===== config.mk =====
export PLATFORM = sky130hd
export DESIGN_NAME = expgolomb_bit_packer_unit_flat
export DESIGN_NICKNAME = d
export VERILOG_FILES = /design/src/design/ebp_pkg.sv /design/src/design/ebp_if.sv /design/src/design/ebp_ctrl.sv /design/src/design/ebp_datapath.sv /design/src/design/expgolomb_bit_packer_unit.sv /design/src/flat_wrapper.sv
export SDC_FILE = /design/constraint.sdc
export NUM_CORES = 1
export LEC_CHECK = 0
export ABC_AREA = 1
export ABC_CLOCK_PERIOD_IN_PS = 5400
export BUFFER_PORTS_ARGS = -buffer_cell sky130_fd_sc_hd__buf_2
export CORE_MARGIN = 2
export CORE_UTILIZATION = 36
export DETAILED_ROUTE_END_ITERATION = 10
export PLACE_DENSITY_LB_ADDON = 0.05
export SKIP_CTS_REPAIR_TIMING = 1
export SYNTH_ARGS = -nofsm -noshare
export SYNTH_HDL_FRONTEND = slang
export SYNTH_HIERARCHICAL = 1
export SYNTH_SLANG_ARGS = --single-unit

===== constraint.sdc =====
create_clock -name clk -period 5.4 [get_ports clk]
set_input_delay 0.54 -clock clk [delete_from_list [all_inputs] [get_ports clk]]
set_output_delay 0.54 -clock clk [all_outputs]
set_load 0.03 [all_outputs]

===== src/design/ebp_pkg.sv =====
// shared types, codes and helpers for the exp-golomb bit packer
`default_nettype none
package ebp_pkg;

	// operation codes on the op field
	localparam logic [1:0] OP_SIGN  = 2'd0;
	localparam logic [1:0] OP_FIELD = 2'd1;
	localparam logic [1:0] OP_EXPG  = 2'd2;

	localparam int unsigned BYTE_W   = 8;
	localparam int unsigned OP_W     = 2;
	localparam int unsigned VALUE_W  = 9;
	localparam int unsigned FW_W     = 4;
	localparam int unsigned CODE_W   = 15;  // longest code: exp-golomb of 254
	localparam int unsigned PEND_W   = 7;   // at most seven bits stay pending
	localparam int unsigned ACC_W    = PEND_W + CODE_W;
	localparam int unsigned LEN_W    = 4;
	localparam int unsigned TOTAL_W  = 5;
	localparam int unsigned CNT_W    = 3;
	localparam int unsigned NBYTES_W = 2;

	localparam logic [VALUE_W-1:0] MAG_MAX   = 9'd254;
	localparam logic [FW_W-1:0]    FIELD_MAX = 4'd8;

	typedef enum logic {
		ST_IDLE,
		ST_EMIT
	} ebp_state_t;

	// controller to datapath
	typedef struct packed {
		logic load;
		logic emit;
	} ebp_cmd_t;

	// datapath to controller
	typedef struct packed {
		logic [NBYTES_W-1:0] in_bytes;
		logic [NBYTES_W-1:0] bytes_left;
		logic                out_free;
	} ebp_stat_t;

	// index of the highest set bit of a nonzero byte
	function automatic logic [CNT_W-1:0] msb_index(input logic [BYTE_W-1:0] c);
		logic [CNT_W-1:0] idx;
		idx = '0;
		for (int i = 0; i < BYTE_W; i++) begin
			if (c[i]) begin
				idx = CNT_W'(i);
			end
		end
		return idx;
	endfunction

endpackage
`default_nettype wire


===== src/design/ebp_if.sv =====
// request channel interfaces for input items and output bytes
`default_nettype none
interface ebp_item_if;
	logic                valid;
	logic                ready;
	logic [1:0]          op;
	logic signed [8:0]   value;
	logic [3:0]          field_width;

	modport source (output valid, op, value, field_width, input ready);
	modport sink   (input valid, op, value, field_width, output ready);
endinterface

interface ebp_byte_if;
	logic       valid;
	logic       ready;
	logic [7:0] out_byte;
	logic       last;

	modport source (output valid, out_byte, last, input ready);
	modport sink   (input valid, out_byte, last, output ready);
endinterface
`default_nettype wire


===== src/design/ebp_ctrl.sv =====
// controller state machine: takes items and sequences the byte emission
`default_nettype none
module ebp_ctrl (
	input  wire logic              clk,
	input  wire logic              arst_n,
	input  wire logic              item_valid,
	output logic                   item_ready,
	input  wire ebp_pkg::ebp_stat_t stat,
	output ebp_pkg::ebp_cmd_t      cmd
);
	import ebp_pkg::*;

	ebp_state_t state_q;
	ebp_state_t state_next;

	// state register
	always_ff @(posedge clk or negedge arst_n) begin
		if (!arst_n) begin
			state_q <= ST_IDLE;
		end else begin
			state_q <= state_next;
		end
	end

	// next state
	always_comb begin
		state_next = state_q;
		unique case (state_q)
			ST_IDLE: begin
				if (item_valid && stat.in_bytes != '0) begin
					state_next = ST_EMIT;
				end
			end
			ST_EMIT: begin
				if (stat.bytes_left == '0) begin
					state_next = ST_IDLE;
				end else if (stat.out_free && stat.bytes_left == NBYTES_W'(1)) begin
					state_next = ST_IDLE;
				end
			end
			default: state_next = ST_IDLE;
		endcase
	end

	// outputs
	always_comb begin
		item_ready = 1'b0;
		cmd        = '0;
		unique case (state_q)
			ST_IDLE: begin
				item_ready = 1'b1;
				cmd.load   = item_valid;
			end
			ST_EMIT: begin
				cmd.emit = stat.out_free && stat.bytes_left != '0;
			end
			default: begin
				item_ready = 1'b0;
			end
		endcase
	end

endmodule
`default_nettype wire


===== src/design/ebp_datapath.sv =====
// datapath: code builder, pending bit register, byte buffer and output register
`default_nettype none
module ebp_datapath (
	input  wire logic                       clk,
	input  wire logic                       arst_n,
	input  wire logic [ebp_pkg::OP_W-1:0]   op,
	input  wire logic signed [ebp_pkg::VALUE_W-1:0] value,
	input  wire logic [ebp_pkg::FW_W-1:0]   field_width,
	input  wire ebp_pkg::ebp_cmd_t          cmd,
	output ebp_pkg::ebp_stat_t              stat,
	output logic                            out_valid,
	input  wire logic                       out_ready,
	output logic [ebp_pkg::BYTE_W-1:0]      out_byte,
	output logic                            out_last
);
	import ebp_pkg::*;

	logic [PEND_W-1:0]   pend_bits_q;
	logic [CNT_W-1:0]    pend_cnt_q;
	logic [ACC_W-1:0]    acc_q;
	logic [TOTAL_W-1:0]  rem_q;
	logic [NBYTES_W-1:0] left_q;
	logic                out_valid_q;
	logic [BYTE_W-1:0]   out_byte_q;
	logic                out_last_q;

	logic [VALUE_W-1:0]  mag_raw;
	logic [VALUE_W-1:0]  mag;
	logic [BYTE_W-1:0]   eg_c;
	logic [CNT_W-1:0]    eg_p;
	logic [FW_W-1:0]     fw_sat;
	logic [VALUE_W-1:0]  fw_mask;
	logic [CODE_W-1:0]   code;
	logic [LEN_W-1:0]    len;
	logic [ACC_W-1:0]    acc;
	logic [TOTAL_W-1:0]  total;
	logic [BYTE_W-1:0]   keep_mask;
	logic [ACC_W-1:0]    shifted;

	// magnitude with saturation and the exp-golomb value m+1
	always_comb begin
		mag_raw = value[VALUE_W-1] ? (~value + VALUE_W'(1)) : value;
		mag     = (mag_raw > MAG_MAX) ? MAG_MAX : mag_raw;
		eg_c    = mag[BYTE_W-1:0] + BYTE_W'(1);
		eg_p    = msb_index(eg_c);
		fw_sat  = (field_width > FIELD_MAX) ? FIELD_MAX : field_width;
		fw_mask = (VALUE_W'(1) << fw_sat) - VALUE_W'(1);
	end

	// code bits and length per operation
	always_comb begin
		code = '0;
		len  = '0;
		case (op)
			OP_SIGN: begin
				code = CODE_W'(value[VALUE_W-1]);
				len  = LEN_W'(1);
			end
			OP_FIELD: begin
				code = CODE_W'(value & fw_mask);
				len  = fw_sat;
			end
			OP_EXPG: begin
				code = CODE_W'(eg_c);
				len  = {eg_p, 1'b1};
			end
			default: begin
				code = '0;
				len  = '0;
			end
		endcase
	end

	// append code to the pending bits
	always_comb begin
		acc       = (ACC_W'(pend_bits_q) << len) | ACC_W'(code);
		total     = TOTAL_W'(pend_cnt_q) + TOTAL_W'(len);
		keep_mask = (BYTE_W'(1) << total[CNT_W-1:0]) - BYTE_W'(1);
		shifted   = acc_q >> rem_q;
	end

	// pending bits and byte buffer, loaded when an item is taken
	always_ff @(posedge clk or negedge arst_n) begin
		if (!arst_n) begin
			pend_bits_q <= '0;
			pend_cnt_q  <= '0;
			left_q      <= '0;
		end else if (cmd.load) begin
			pend_bits_q <= acc[PEND_W-1:0] & keep_mask[PEND_W-1:0];
			pend_cnt_q  <= total[CNT_W-1:0];
			left_q      <= total[TOTAL_W-1:CNT_W];
		end else if (cmd.emit) begin
			left_q <= left_q - NBYTES_W'(1);
		end
	end

	always_ff @(posedge clk) begin
		if (cmd.load) begin
			acc_q <= acc;
			rem_q <= total - TOTAL_W'(BYTE_W);
		end else if (cmd.emit) begin
			rem_q <= rem_q - TOTAL_W'(BYTE_W);
		end
	end

	// output register
	always_ff @(posedge clk or negedge arst_n) begin
		if (!arst_n) begin
			out_valid_q <= 1'b0;
		end else if (cmd.emit) begin
			out_valid_q <= 1'b1;
		end else if (out_ready) begin
			out_valid_q <= 1'b0;
		end
	end

	always_ff @(posedge clk) begin
		if (cmd.emit) begin
			out_byte_q <= shifted[BYTE_W-1:0];
			out_last_q <= (left_q == NBYTES_W'(1));
		end
	end

	// status and outputs
	always_comb begin
		stat.in_bytes   = total[TOTAL_W-1:CNT_W];
		stat.bytes_left = left_q;
		stat.out_free   = !out_valid_q || out_ready;
	end

	assign out_valid = out_valid_q;
	assign out_byte  = out_byte_q;
	assign out_last  = out_last_q;

endmodule
`default_nettype wire


===== src/design/expgolomb_bit_packer_unit.sv =====
// top level of the exp-golomb bit packer: controller plus datapath
//
// channel  dir  payload                          handshake
// item     in   op[1:0] value[8:0] fw[3:0]       valid/ready
// result   out  out_byte[7:0] last               valid/ready
//
// an item completing no byte keeps the controller idle; otherwise the
// single output register moves one byte per cycle unless the result stalls.
// item.ready is high in idle, once every byte of the previous item has been
// moved into the output register; its last byte may still wait there.
// arst_n clears the pending bits, the controller and the output valid.
// a stalled result holds the byte in the output register and stops emission.
`default_nettype none
module expgolomb_bit_packer_unit (
	input wire logic  clk,
	input wire logic  arst_n,
	ebp_item_if.sink  item,
	ebp_byte_if.source result
);
	import ebp_pkg::*;

	ebp_cmd_t  cmd;
	ebp_stat_t stat;
	logic      item_ready;

	// controller
	ebp_ctrl u_ctrl (
		.clk        (clk),
		.arst_n     (arst_n),
		.item_valid (item.valid),
		.item_ready (item_ready),
		.stat       (stat),
		.cmd        (cmd)
	);

	// datapath
	ebp_datapath u_dp (
		.clk         (clk),
		.arst_n      (arst_n),
		.op          (item.op),
		.value       (item.value),
		.field_width (item.field_width),
		.cmd         (cmd),
		.stat        (stat),
		.out_valid   (result.valid),
		.out_ready   (result.ready),
		.out_byte    (result.out_byte),
		.out_last    (result.last)
	);

	assign item.ready = item_ready;

endmodule
`default_nettype wire


===== src/flat_wrapper.sv =====
// flat-port wrapper written by rule: the top's interface ports become plain ports
module expgolomb_bit_packer_unit_flat import ebp_pkg::*;
  (clk, arst_n, item_valid, item_op, item_value, item_field_width, item_ready, result_valid, result_out_byte, result_last, result_ready);
  ebp_item_if item_i ();
  ebp_byte_if result_i ();
  input wire logic clk;
  input wire logic arst_n;
  input wire logic [$bits(item_i.valid)-1:0] item_valid;
  input wire logic [$bits(item_i.op)-1:0] item_op;
  input wire logic [$bits(item_i.value)-1:0] item_value;
  input wire logic [$bits(item_i.field_width)-1:0] item_field_width;
  output wire logic [$bits(item_i.ready)-1:0] item_ready;
  output wire logic [$bits(result_i.valid)-1:0] result_valid;
  output wire logic [$bits(result_i.out_byte)-1:0] result_out_byte;
  output wire logic [$bits(result_i.last)-1:0] result_last;
  input wire logic [$bits(result_i.ready)-1:0] result_ready;
  assign item_i.valid = item_valid;
  assign item_i.op = item_op;
  assign item_i.value = item_value;
  assign item_i.field_width = item_field_width;
  assign item_ready = item_i.ready;
  assign result_valid = result_i.valid;
  assign result_out_byte = result_i.out_byte;
  assign result_last = result_i.last;
  assign result_i.ready = result_ready;
  expgolomb_bit_packer_unit u_core (.clk(clk), .arst_n(arst_n), .item(item_i), .result(result_i));
endmodule

# Yosys cells after proc, flatten, opt, wreduce, memory -nomap -nowiden
# Cells that the tools add are included.
# word_totals
latch_bits	0
mem_bits_ro	0
regBits	50
mem_count	0
inputBits	19
wordCells	67
ram_bits	0
# op_classes
shifts	4
muxes	25
n_bitwise	5
mul	0
order_cmp	2
n_eq_ne	3
add_sub_neg	8
reduce_logical	11
div_mod_pow	0
# ops
operator	count
9-bit case mux with 3 select lines	1
22-bit by 15-bit OR with 22-bit output	1
7-bit by 4-bit left shift with 22-bit output	1
22-bit by 5-bit >> shifter with 8-bit output	1
3-bit 2-to-1 mux	4
4-bit case mux with 3 select lines	1
5-bit 2-to-1 mux	2
5-bit by 4-bit subtractor with 5-bit output (second input constant)	2
9-bit by 2-bit adder with 9-bit output (second input constant)	1
9-bit bitwise AND	1
9-bit by 8-bit greater-than comparator with 1-bit output (second input constant)	1
1-bit 2-to-1 mux	9
9-bit 2-to-1 mux	1
9-bit inverter	1
1-bit by 4-bit left shift with 9-bit output (first input constant)	1
9-bit by 2-bit subtractor with 9-bit output (second input constant)	1
8-bit by 1-bit adder with 8-bit output (second input constant)	1
2-bit 2-to-1 mux	4
8-bit 2-to-1 mux	1
2-bit nonzero test	4
7-bit bitwise AND	1
1-bit by 3-bit left shift with 7-bit output (first input constant)	1
7-bit by 2-bit subtractor with 7-bit output (second input constant)	1
3-bit by 4-bit adder with 5-bit output	1
other kinds (11)	15

# Depth between registers and ports, before layout
# Gate-level depths: netlist (run 1).
# depth
depth_word	19
mapped_depth	35
ltp_nobuf	35

# Cells and area by module
# The synthesis (run 1) kept the hierarchy.
# by_module_without_submodules
module	area_per_inst_um2	seq_area_each_um2	instances	cells_each
ebp_datapath	3990.1	1406.3	1	574
ebp_ctrl	85.1	25.0	1	16

# Worst setup path before layout (run 1)
# Ideal clock, no wire load.
# synth_timing
kind	input-to-reg
from	input port item_value[0]
to	register u_core.u_dp.pend_bits_q[6]
cell_stages	34
n_path_buf	0
arrival_ns	4.149
slack_ns	1.186
cell_sequence	inv_1 ha_1 inv_1 nand2_1 nand2_1 nand2_1 inv_2 nor2_2 nand2_2 nor2_4 nand3_4 nand2_2 or2_2 ha_1 inv_1 nand4_1 nand2_1 nand2_1 nand2_1 nand2_1 nand2_1 nand2_2 nand2_4 inv_2 fa_1 or2_2 nand2_1 inv_1 nand2_1 ha_1 o21ai_0 a221oi_1 nand2_1 nand2_1
# synth_between
elab_chain_cells	18
elab_cells_between_ends	21
classes_between	add/sub (4); order compare (1); shift (2); mux (11); bitwise (3)
# synth_rtl
item	line	text
start, declared	flat_wrapper.sv:10	input wire logic [$bits(item_i.value)-1:0] item_value;
9-bit inverter	ebp_datapath.sv:42	mag_raw = value[VALUE_W-1] ? (~value + VALUE_W'(1)) : value;
9-bit by 2-bit adder with 9-bit output	ebp_datapath.sv:42	
9-bit 2-to-1 mux *	ebp_datapath.sv:42	
9-bit by 8-bit greater-than comparator with 1-bit output	ebp_datapath.sv:43	mag = (mag_raw > MAG_MAX) ? MAG_MAX : mag_raw;
8-bit 2-to-1 mux *	ebp_datapath.sv:43	
8-bit by 1-bit adder with 8-bit output *	ebp_datapath.sv:44	eg_c = mag[BYTE_W-1:0] + BYTE_W'(1);
1-bit 2-to-1 mux	ebp_pkg.sv:48	if (c[i]) begin
2-bit 2-to-1 mux (2 in series)	ebp_pkg.sv:48	
3-bit 2-to-1 mux (3 in series)	ebp_pkg.sv:48	
3-bit 2-to-1 mux *	ebp_pkg.sv:48	
4-bit case mux with 3 select lines *	ebp_datapath.sv:54	case (op)
3-bit by 4-bit adder with 5-bit output *	ebp_datapath.sv:77	total = TOTAL_W'(pend_cnt_q) + TOTAL_W'(len);
net u_core.u_dp.total[2]	ebp_datapath.sv:36	logic [TOTAL_W-1:0] total;
1-bit by 3-bit left shift with 7-bit output *	ebp_datapath.sv:78	keep_mask = (BYTE_W'(1) << total[CNT_W-1:0]) - BYTE_W'(1);
7-bit by 2-bit subtractor with 7-bit output *	ebp_datapath.sv:78	
7-bit bitwise AND *	ebp_datapath.sv:89	pend_bits_q <= acc[PEND_W-1:0] & keep_mask[PEND_W-1:0];
end signal, assigned	ebp_datapath.sv:89	
end, declared	ebp_datapath.sv:18	logic [PEND_W-1:0] pend_bits_q;
# The timed path passes the listed nets; every way through them passes the cells marked *.
# A chain may end at the register's enable or synchronous reset.

# Final worst setup path (run 1)
# Same ends and word-level chain as after synthesis.

==> key figures, run 1 <==
Outcome
  • Run status: completed

Synthesis
  • Number of warning messages in the yosys log: 6
  • Mapped Cells: 590
  • Mean area per synthesized cell: 6.907 sq um
  • Library cells used by synthesis: 48
  • Post-Synthesis Net Count: 618
  • Async S/R FF share, synth: 28.00%
  • Leading area contributor after synthesis: sky130_fd_sc_hd__edfxtp_1
  • Count of flip-flops with a built-in enable after synthesis: 36
  • Synthesized cell area: 4075 sq um
  • Flop and latch count out of synthesis: 50
  • Proportion of synthesized chip area in sequential cells: 35.12%
  • Top FF cell, synth: sky130_fd_sc_hd__edfxtp_1
  • Dominant cells by area after synthesis: sky130_fd_sc_hd__edfxtp_1, sky130_fd_sc_hd__nand2_1, sky130_fd_sc_hd__dfrtp_1, sky130_fd_sc_hd__nand3_1, sky130_fd_sc_hd__inv_1
  • Fraction of post-synthesis cell area in the top cell type by area: 26.53%

Final layout
  • Fraction of layout cells with a size suffix above 1: 13.37%
  • Commonest non-fill, non-tap cell in the layout: sky130_fd_sc_hd__nand2_1
  • FF+latch area: 1431 sq um
  • Final standard cell utilization of the core: 40.49%
  • Diode count: 0
  • Nets@finish: 633
  • Footprint of the multi-input gates: 2251 sq um
  • Growth of design area from synthesis to finish: 8.658%
  • Fill cells: 1184
  • Commonest non-fill, non-tap cells in the layout: sky130_fd_sc_hd__nand2_1, sky130_fd_sc_hd__inv_1, sky130_fd_sc_hd__nand3_1

Global routing
  • GR peak layer: met2
  • Overflow left after global routing: 0
  • GRT Util Overall: 18.81%
  • Pin count of the biggest net entering global routing: 34
  • Wire length of the first global-routing pass: 17.75 mm
  • Number of antenna violations at the first check in global routing: 0
  • Vias in the first global route: 3663
  • Met1 global-route usage: 25.86%
  • Met3 Use GR: 2.469%
  • Met2 Use GR: 30.59%

Route
  • Drc violations: 0
  • Via count of the routed design: 3849
  • Routed Wire Length: 10.57 mm
  • Via-to-Cell Ratio: 5.160
  • First-pass iteration count of the detailed router: 7
  • Routed wire per std cell: 14.16 um
  • Detailed router's first-iteration violation count: 239
  • Post-route ant nets: 0

Placement
  • Detailed placer's ending HPWL: 8.461 mm
  • Routability Congestion: 0.8409
  • Number of buffers inserted by port buffering: 29

Clock tree
  • Maximum clock path buffer count: 2
  • Clk slew on worst S/H paths: 0.07 ns
  • Insertion delay to the later sink of the worst-skew pair: 0.29 ns
  • H-Tree Depth: 2
  • Root Buffer Master: sky130_fd_sc_hd__clkbuf_16
  • Total clock buffers created by CTS: 5
  • TritonCTS Sinks: 50
  • Clock tree from TritonCTS: done

Timing
  • Total negative slack for setup checks: 0 ns
  • Final period demand of the worst path: 4.556 ns
  • Fmax: 219.5 MHz
  • Setup Viol. Count Final: 0
  • Unrepaired setup endpoints after global routing: false
  • Endpoints failing hold: 0
  • Layout Skew: 0.004498 ns
  • Tcrit/Tclk final: 84.38%
  • Relative slew margins: 31.37%
  • Slew at the pin with the worst max-slew slack: 1.026 ns
  • Number of pins exceeding their max-slew limit in the final report: 0

Floorplanning
  • Vertical die dimension: 110.4 um
  • Standard-cell rows: 38
  • Count of boundary I/O pins: 30
  • Die outline width: 110.4 um
  • Initial Utilization: 37.27%
  • Core area: 10940 sq um
  • Floorplan die area: 12190 sq um

Power and ir drop
  • Lkg Pwr: 2.053 nW
  • Maximum resistive drop on vdd: 0.0002161 V
  • Power density cells: 468.1 nW/um^2

Min path
  • Path type of the worst min-delay path: input pin to asynchronous set/reset pin

Worst setup path
  • Most prevalent standard cell on the critical path: sky130_fd_sc_hd__nand2_1
  • Max stage delay on crit path: 0.42 ns
  • Kind of capture point of the worst setup path: register
  • Data required time at the worst endpoint: 5.62 ns
  • Worst Setup Start Kind: input pin
  • WP data arrival: 4.78 ns
  • Crit path max-delay cell type: sky130_fd_sc_hd__fa_1
  • Critical path peak fanout: 12
  • Worst R2R Path Depth: 12
  • Kind of critical path: input pin to register

Flow run
  • Number of violations of the max-capacitance limit: 0
## cell type report
type                       instances  area share, %
clock buffer                       5          2.826
clock inverter                     3         0.3673
inverter                          71          6.075
multi-input combinational        446          50.83
sequential                        50          32.33
tap                              140          3.956
timing repair buffer              31          3.617
## stage by stage
stage | total power, W | instances | setup WS [ns] | hold WS [ns] | cell area (sq um)
2_1_floorplan | 0.001505 | 590 | 1.186 | 0.2444 | 4075
6_report | 0.002073 | 746 | 0.8437 | 0.1415 | 4428
3_5_place_dp | 0.001771 | 738 | 0.5484 | 0.4617 | 4287
5_1_grt | 0.002284 | 746 | 0.3175 | 0.1554 | 4428
3_3_place_gp | 0.001765 | 738 | 0.7016 | 0.4605 | 4287
4_1_cts | 0.002087 | 746 | 0.8410 | 0.1478 | 4428
## power by group
group	switching [W]	leakage, nW	internal, W	total (W)
Combinational	0.000717	1.45	0.000341	0.00106
Sequential	0.000122	0.535	0.000587	0.000708
Clock	0.000137	0.0689	0.000170	0.000307
## final timing paths
check	slack, ns	to	startpoint
max reg2reg	2.93	u_core/u_dp/pend_bits_q[6]	u_core/u_dp/pend_cnt_q[0]
max in group asynchronous	5.01	u_core/u_dp/pend_cnt_q[1]	arst_n
min in group clk	0.48	u_core/u_dp/pend_bits_q[4]	u_core/u_dp/pend_bits_q[4]
min	0.14	u_core/u_dp/out_valid	arst_n
max	0.84	u_core/u_dp/pend_bits_q[6]	item_value[0]
min reg2reg	0.48	u_core/u_dp/pend_bits_q[4]	u_core/u_dp/pend_bits_q[4]
## worst max-delay path: cells and delay by family
kind / cells / cell delay (ns)
AND/OR/NAND/NOR: 22 / 2.15
buffers and inverters: 7 / 0.60
adder cells (fa/ha/maj): 4 / 1.10
AO/OA/AOI/OAI: 2 / 0.37
## kinds of logic (layout without fill, tap and decap cells)
| group | count (synthesis) | in the layout | share of synthesized area, % |
|---|---|---|---|
| fa+ha+maj | 9 | 9 | 2.948 |
| mux | 3 | 3 | 0.7369 |
| buf+inv | 94 | 110 | 9.641 |
| flops | 50 | 50 | 35.12 |
| compound gates | 101 | 101 | 14.68 |
| xor+xnor | 2 | 2 | 0.4299 |
| simple gates | 331 | 331 | 36.44 |
## routing by layer
metal | up-vias | wire length, um
met5 | - | 0
met1 | 1760 | 5087
met2 | 92 | 4841
met3 | 13 | 399
met4 | 0 | 240
li1 | 1984 | -
## synth_stat cells (7+ instances only)
master	count
sky130_fd_sc_hd__o21ai_1	9
sky130_fd_sc_hd__edfxtp_1	36
sky130_fd_sc_hd__dfrtp_1	14
sky130_fd_sc_hd__nor2_1	44
sky130_fd_sc_hd__o211ai_1	7
sky130_fd_sc_hd__clkbuf_1	13
sky130_fd_sc_hd__nand2_1	187
sky130_fd_sc_hd__nand4_1	8
sky130_fd_sc_hd__ha_1	8
sky130_fd_sc_hd__a21oi_1	18
sky130_fd_sc_hd__inv_2	7
sky130_fd_sc_hd__o21ai_0	42
sky130_fd_sc_hd__inv_1	60
sky130_fd_sc_hd__nand3_1	58
sky130_fd_sc_hd__nand2_2	11
## flip-flops by register name (all words and copies together) (netlist names)
name / cells
u_core/u_dp/out_byte: 8
u_core/u_dp/rem_q: 5
u_core/u_dp/pend_cnt_q: 3
u_core/u_dp/out_last: 1
u_core/u_dp/out_valid: 1
u_core/u_dp/acc_q: 22
u_core/u_dp/left_q: 2
u_core/u_dp/pend_bits_q: 7
u_core/u_ctrl/state_q: 1
(Power assumes the default switching activity.)
==> run 2: changes to the inputs <==
--- a/config.mk
+++ b/config.mk
@@ -6,7 +6,7 @@
 export NUM_CORES = 1
 export LEC_CHECK = 0
 export ABC_AREA = 1
-export ABC_CLOCK_PERIOD_IN_PS = 5400
+export ABC_CLOCK_PERIOD_IN_PS = 4300
 export BUFFER_PORTS_ARGS = -buffer_cell sky130_fd_sc_hd__buf_2
 export CORE_MARGIN = 2
 export CORE_UTILIZATION = 36
==> constraint.sdc (replaced) <==
create_clock -name clk -period 4.3 [get_ports clk]
set_input_delay 0.43 -clock clk [delete_from_list [all_inputs] [get_ports clk]]
set_output_delay 0.43 -clock clk [all_outputs]
set_load 0.03 [all_outputs]
==> run 2 against run 1 <==
  * Clock-buffer cell count unchanged
  * Setup slack got worse by 0.48 ns
  * Sequential share of layout area decreased by 0.79 points
  * Hold slack worse by 0.11 ns
  * Clock skew is 0.0039 ns higher
  * Cell area rose by 2.5%
  * Critical path type unchanged
  * Highest routed layer unchanged
==> key figures, run 2 (same netlist as run 1, synthesis figures left out) <==
Outcome
  • Run status: completed

Final layout
  • FF+latch area: 1431 sq um
  • Commonest non-fill, non-tap cell in the layout: sky130_fd_sc_hd__nand2_1
  • Largest register by flop count: u_core/u_dp/acc_q
  • Fraction of layout cells with a size suffix above 1: 16.16%
  • Commonest non-fill, non-tap cells in the layout: sky130_fd_sc_hd__nand2_1, sky130_fd_sc_hd__inv_1, sky130_fd_sc_hd__nand3_1
  • Fill cells: 1169
  • Growth of design area from synthesis to finish: 11.39%
  • Footprint of the multi-input gates: 2265 sq um
  • Nets@finish: 646
  • Final instance area: 4539 sq um
  • Final standard cell utilization of the core: 41.51%
  • Max FFs per register: 22
  • Diode count: 0

Clock tree
  • Clk slew on worst S/H paths: 0.07 ns
  • TritonCTS Sinks: 50
  • Insertion delay to the later sink of the worst-skew pair: 0.29 ns
  • Maximum clock path buffer count: 2
  • H-Tree Depth: 2
  • Root Buffer Master: sky130_fd_sc_hd__clkbuf_16
  • Clock tree from TritonCTS: done
  • Total clock buffers created by CTS: 5

Timing
  • Total negative slack for setup checks: 0 ns
  • Endpoints failing hold: 0
  • Fmax: 254.0 MHz
  • Final period demand of the worst path: 3.937 ns
  • Unrepaired setup endpoints after global routing: false
  • Worst Hold Slack: 0.03455 ns
  • Tcrit/Tclk final: 91.55%
  • Number of pins exceeding their max-slew limit in the final report: 0
  • Smallest setup slack after layout: 0.3633 ns
  • Slew at the pin with the worst max-slew slack: 1.032 ns
  • Setup Viol. Count Final: 0
  • Layout Skew: 0.008435 ns
  • Relative slew margins: 30.95%

Flow run
  • Number of violations of the max-capacitance limit: 0

Global routing
  • Overflow left after global routing: 0
  • Pin count of the biggest net entering global routing: 34
  • Wire length of the first global-routing pass: 17.90 mm
  • GRT Util Overall: 18.88%
  • Vias in the first global route: 3688
  • Number of antenna violations at the first check in global routing: 0

Floorplanning
  • Initial Utilization: 37.27%
  • Floorplan die area: 12190 sq um
  • Core area: 10940 sq um
  • Standard-cell rows: 38
  • Vertical die dimension: 110.4 um
  • Count of boundary I/O pins: 30
  • Die outline width: 110.4 um

Route
  • Top layer used by detailed routing: met4
  • First-pass iteration count of the detailed router: 5
  • Routed Wire Length: 10.55 mm
  • Via count of the routed design: 3882
  • Post-route ant nets: 0
  • Met2 routed WL: 5.011 mm
  • Detailed router's first-iteration violation count: 181
  • Drc violations: 0
  • Routed wire per std cell: 13.90 um
  • Routed met1 length: 5.011 mm
  • Met3 routed wirelength: 305 um
  • Via-to-Cell Ratio: 5.115

Power and ir drop
  • Switch Pwr: 0.001229 W
  • Switching power share of the total: 46.58%
  • Lkg Pwr: 2.112 nW
  • Logic pwr share: 51.7%
  • Sequential share of power: 33.7%
  • Internal portion of total power: 0.001410 W
  • Clock network power share: 14.7%
  • Maximum resistive drop on vdd: 0.0002445 V
  • Power density cells: 581.3 nW/um^2

Placement
  • Cell area reported after detailed placement: 4377 sq um
  • Number of buffers inserted by port buffering: 29
  • Detailed placer's ending HPWL: 8.407 mm
  • Routability Congestion: 0.8419
  • Post-placement setup slack: -0.07396 ns

Worst setup path
  • Critical path peak fanout: 6
  • Max stage delay on crit path: 0.41 ns
  • WP data arrival: 4.17 ns
  • Worst Setup Start Kind: input pin
  • Crit path max-delay cell type: sky130_fd_sc_hd__fa_1
  • Data required time at the worst endpoint: 4.53 ns
  • Kind of critical path: input pin to register
  • Kind of capture point of the worst setup path: register
  • Most prevalent standard cell on the critical path: sky130_fd_sc_hd__nand2_1

Min path
  • Path type of the worst min-delay path: input pin to asynchronous set/reset pin
run 2: cell types whose count changed in the layout (fill, tap and decap cells not counted), sizes merged:
cell / before / now
buf: 31 / 44
run 2: per-layer routing:
layer  up-vias  track usage, %
met5         -               0
met4         0           5.625
li1       2019               -
met3        17           2.528
met2        76           32.16
met1      1770           24.95
run 2: final cells by class:
type | count | share of cell area, %
clock inverter | 3 | 0.3583
clock buffer | 5 | 2.756
tap | 140 | 3.859
sequential | 50 | 31.53
timing repair buffer | 44 | 5.678
multi-input combinational | 446 | 49.89
inverter | 71 | 5.926
run 2: path summary, 6_finish.rpt:
| path | from | endpoint | slack [ns] | depth (start not counted) |
|---|---|---|---|---|
| setup / recovery | item_value[0] | u_core/u_dp/pend_bits_q[6] | 0.36 | 33 |
| hold / removal | arst_n | u_core/u_dp/out_valid | 0.03 | 1 |
| setup reg to reg | u_core/u_dp/rem_q[1] | u_core/u_dp/out_byte[2] | 1.95 | 6 |
| hold reg to reg | u_core/u_dp/pend_bits_q[2] | u_core/u_dp/pend_bits_q[2] | 0.48 | 2 |
| max in group asynchronous | arst_n | u_core/u_dp/pend_bits_q[5] | 4.01 | 1 |
| min in group clk | result_ready | u_core/u_dp/out_valid | 0.43 | 4 |
run 2: metrics by stage:
stage	total power, W	std cells
3_3_place_gp	0.002243	750
5_1_grt	0.002905	759
6_report	0.002639	759
4_1_cts	0.002652	758
3_5_place_dp	0.002252	750
2_1_floorplan	0.001889	590
run 2: power by group through the flow:
stage / Sequential, W / Clock, W / Combinational [W]
5_1_grt: 0.000915 / 0.000423 / 0.00157
3_5_place_dp: 0.000899 / 0 / 0.00135
2_1_floorplan: 0.000855 / 0 / 0.00103
4_1_cts: 0.000889 / 0.000403 / 0.00136
3_3_place_gp: 0.000896 / 0 / 0.00135
6_report: 0.000889 / 0.000387 / 0.00136
run 2: worst max-delay path: cells and delay by family:
family / cells / cell delay, ns
fa+ha+maj: 4 / 1.11
buf+inv: 5 / 0.31
simple gates: 21 / 1.91
compound gates: 3 / 0.41
==> run 3: changes to the inputs <==
--- a/config.mk
+++ b/config.mk
@@ -9,7 +9,7 @@
 export ABC_CLOCK_PERIOD_IN_PS = 4300
 export BUFFER_PORTS_ARGS = -buffer_cell sky130_fd_sc_hd__buf_2
 export CORE_MARGIN = 2
-export CORE_UTILIZATION = 36
+export CORE_UTILIZATION = 55
 export DETAILED_ROUTE_END_ITERATION = 10
 export PLACE_DENSITY_LB_ADDON = 0.05
 export SKIP_CTS_REPAIR_TIMING = 1
==> run 3 against run 2 <==
  * Fmax is 1.3% lower
  * Critical path depth did not move
  * Largest cell class unchanged
  * Global-route usage increased by 5.7 points
  * Utilization rose by 20 points
==> key figures, run 3 (same netlist as run 1, synthesis figures left out) <==
Outcome
  • Run status: completed

Clock tree
  • Maximum clock path buffer count: 2
  • Root Buffer Master: sky130_fd_sc_hd__clkbuf_8
  • H-Tree Depth: 2
  • Total clock buffers created by CTS: 5
  • Insertion delay to the later sink of the worst-skew pair: 0.30 ns
  • TritonCTS Sinks: 50
  • Clk slew on worst S/H paths: 0.10 ns
  • Clock tree from TritonCTS: done

Route
  • First-pass iteration count of the detailed router: 7
  • Detailed router's first-iteration violation count: 279
  • Drc violations: 0
  • Via-to-Cell Ratio: 5.522
  • Routed wire per std cell: 13.70 um
  • Via count of the routed design: 3954
  • Post-route ant nets: 0
  • Routed Wire Length: 9.811 mm

Worst setup path
  • Critical path peak fanout: 6
  • Most prevalent standard cell on the critical path: sky130_fd_sc_hd__nand2_1
  • WP data arrival: 4.23 ns
  • Max stage delay on crit path: 0.41 ns
  • Kind of capture point of the worst setup path: register
  • Reg2reg setup slack: 1.99 ns
  • Kind of critical path: input pin to register
  • Crit Reg-Reg Endpoint: u_core/u_dp/out_byte[2]
  • Worst R2R Path Depth: 5
  • Data required time at the worst endpoint: 4.55 ns
  • Beginning of the worst register-to-register path: u_core/u_dp/rem_q[1]
  • Crit path max-delay cell type: sky130_fd_sc_hd__fa_1
  • Worst Setup Start Kind: input pin

Timing
  • Relative slew margins: 26.69%
  • Endpoints failing hold: 0
  • Fmax: 250.7 MHz
  • Unrepaired setup endpoints after global routing: false
  • Slew at the pin with the worst max-slew slack: 1.096 ns
  • Setup Viol. Count Final: 0
  • Layout Skew: 0.01528 ns
  • Number of pins exceeding their max-slew limit in the final report: 0
  • Final period demand of the worst path: 3.988 ns
  • Tcrit/Tclk final: 92.75%

Global routing
  • Overflow left after global routing: 0
  • GRT Util Overall: 24.59%
  • Number of antenna violations at the first check in global routing: 0
  • Wire length of the first global-routing pass: 16.36 mm
  • Vias in the first global route: 3740
  • Pin count of the biggest net entering global routing: 34

Final layout
  • Fraction of layout cells with a size suffix above 1: 15.88%
  • Diode count: 0
  • Max FFs per register: 22
  • Largest register by flop count: u_core/u_dp/acc_q
  • Commonest non-fill, non-tap cells in the layout: sky130_fd_sc_hd__nand2_1, sky130_fd_sc_hd__inv_1, sky130_fd_sc_hd__nand3_1
  • Final instance area: 4444 sq um
  • Growth of design area from synthesis to finish: 9.057%
  • Nets@finish: 644
  • Non-filler cells in the finished layout: 716
  • Commonest non-fill, non-tap cell in the layout: sky130_fd_sc_hd__nand2_1

Floorplanning
  • Vertical die dimension: 90.08 um
  • Die outline width: 90.08 um
  • Floorplan die area: 8114 sq um
  • Initial Utilization: 56.49%
  • Standard-cell rows: 31
  • Core area: 7214 sq um
  • Count of boundary I/O pins: 30

Power and ir drop
  • Logic pwr share: 53.0%
  • Switch Pwr: 0.001207 W
  • Clock network power share: 12.7%
  • Maximum resistive drop on vdd: 0.0004379 V
  • Sequential share of power: 34.3%
  • Power density cells: 580.0 nW/um^2
  • Switching power share of the total: 46.81%
  • Internal portion of total power: 0.001371 W
  • Lkg Pwr: 2.087 nW
  • Total power after layout: 0.002577 W

Min path
  • Path type of the worst min-delay path: input pin to asynchronous set/reset pin

Placement
  • Dpl cells: 707
  • Number of buffers inserted by port buffering: 29
  • Cell area reported after detailed placement: 4310 sq um
  • Routability Congestion: 0.9038
  • Detailed placer's ending HPWL: 7.751 mm

Flow run
  • Number of violations of the max-capacitance limit: 0
run 3: worst max-delay path by stage:
stage                        startpoint                    endpoint  slack, ns  depth (start not counted)
final                     item_value[0]  u_core/u_dp/pend_bits_q[6]       0.31                         33
after global routing      item_value[0]  u_core/u_dp/pend_bits_q[6]      0.007                         33
after CTS                 item_value[0]  u_core/u_dp/pend_bits_q[6]       0.22                         35
after detailed placement  item_value[0]  u_core/u_dp/pend_bits_q[6]      -0.08                         35
after global placement    item_value[0]  u_core/u_dp/pend_bits_q[6]       0.07                         35
after floorplan           item_value[0]  u_core/u_dp/pend_bits_q[6]       0.20                         34
run 3: through the flow:
step	util, %	TNS (ns)	hold slack (ns)	setup WS [ns]
global route	61.60	0	0.02005	0.007330
floorplan	-	0	0.1344	0.1958
finish	61.60	0	0.008606	0.3119
detailed placement	59.75	-0.08279	0.3486	-0.08279
global placement	59.75	0	0.3435	0.07405
CTS	61.29	0	0.01069	0.2158
run 3: cell type report:
| class | instances | area [sq um] |
|---|---|---|
| fill | 701 | 2770 |
| tap | 99 | 123.9 |
| multi-input combinational | 446 | 2266 |
| inverter | 71 | 269.0 |
| clock inverter | 3 | 42.54 |
| timing repair buffer | 42 | 242.7 |
| clock buffer | 5 | 68.82 |
| sequential | 50 | 1431 |
run 3: critical path: cells and delay by family:
| kind | cells | cell delay, ns |
|---|---|---|
| compound gates | 3 | 0.39 |
| fa+ha+maj | 4 | 1.11 |
| buf+inv | 5 | 0.37 |
| simple gates | 21 | 1.95 |
run 3: power groups by stage:
stage                     registers (W)  logic [W]  clock network (W)
final                          0.000883    0.00137           0.000327
after detailed placement       0.000892    0.00134                  0
after floorplan                0.000855    0.00103                  0
after global placement         0.000884    0.00130                  0
after CTS                      0.000881    0.00135           0.000335
after global routing           0.000906    0.00155           0.000353
run 3: routing by layer:
layer  routed length (um)  track usage, %  part of all wire (%)
met1                 4042           28.99                    41
met2                 4983           45.05                    51
met3                  423           2.766                   4.3
met4                  362           10.64                   3.7
met5                    0               0                     0
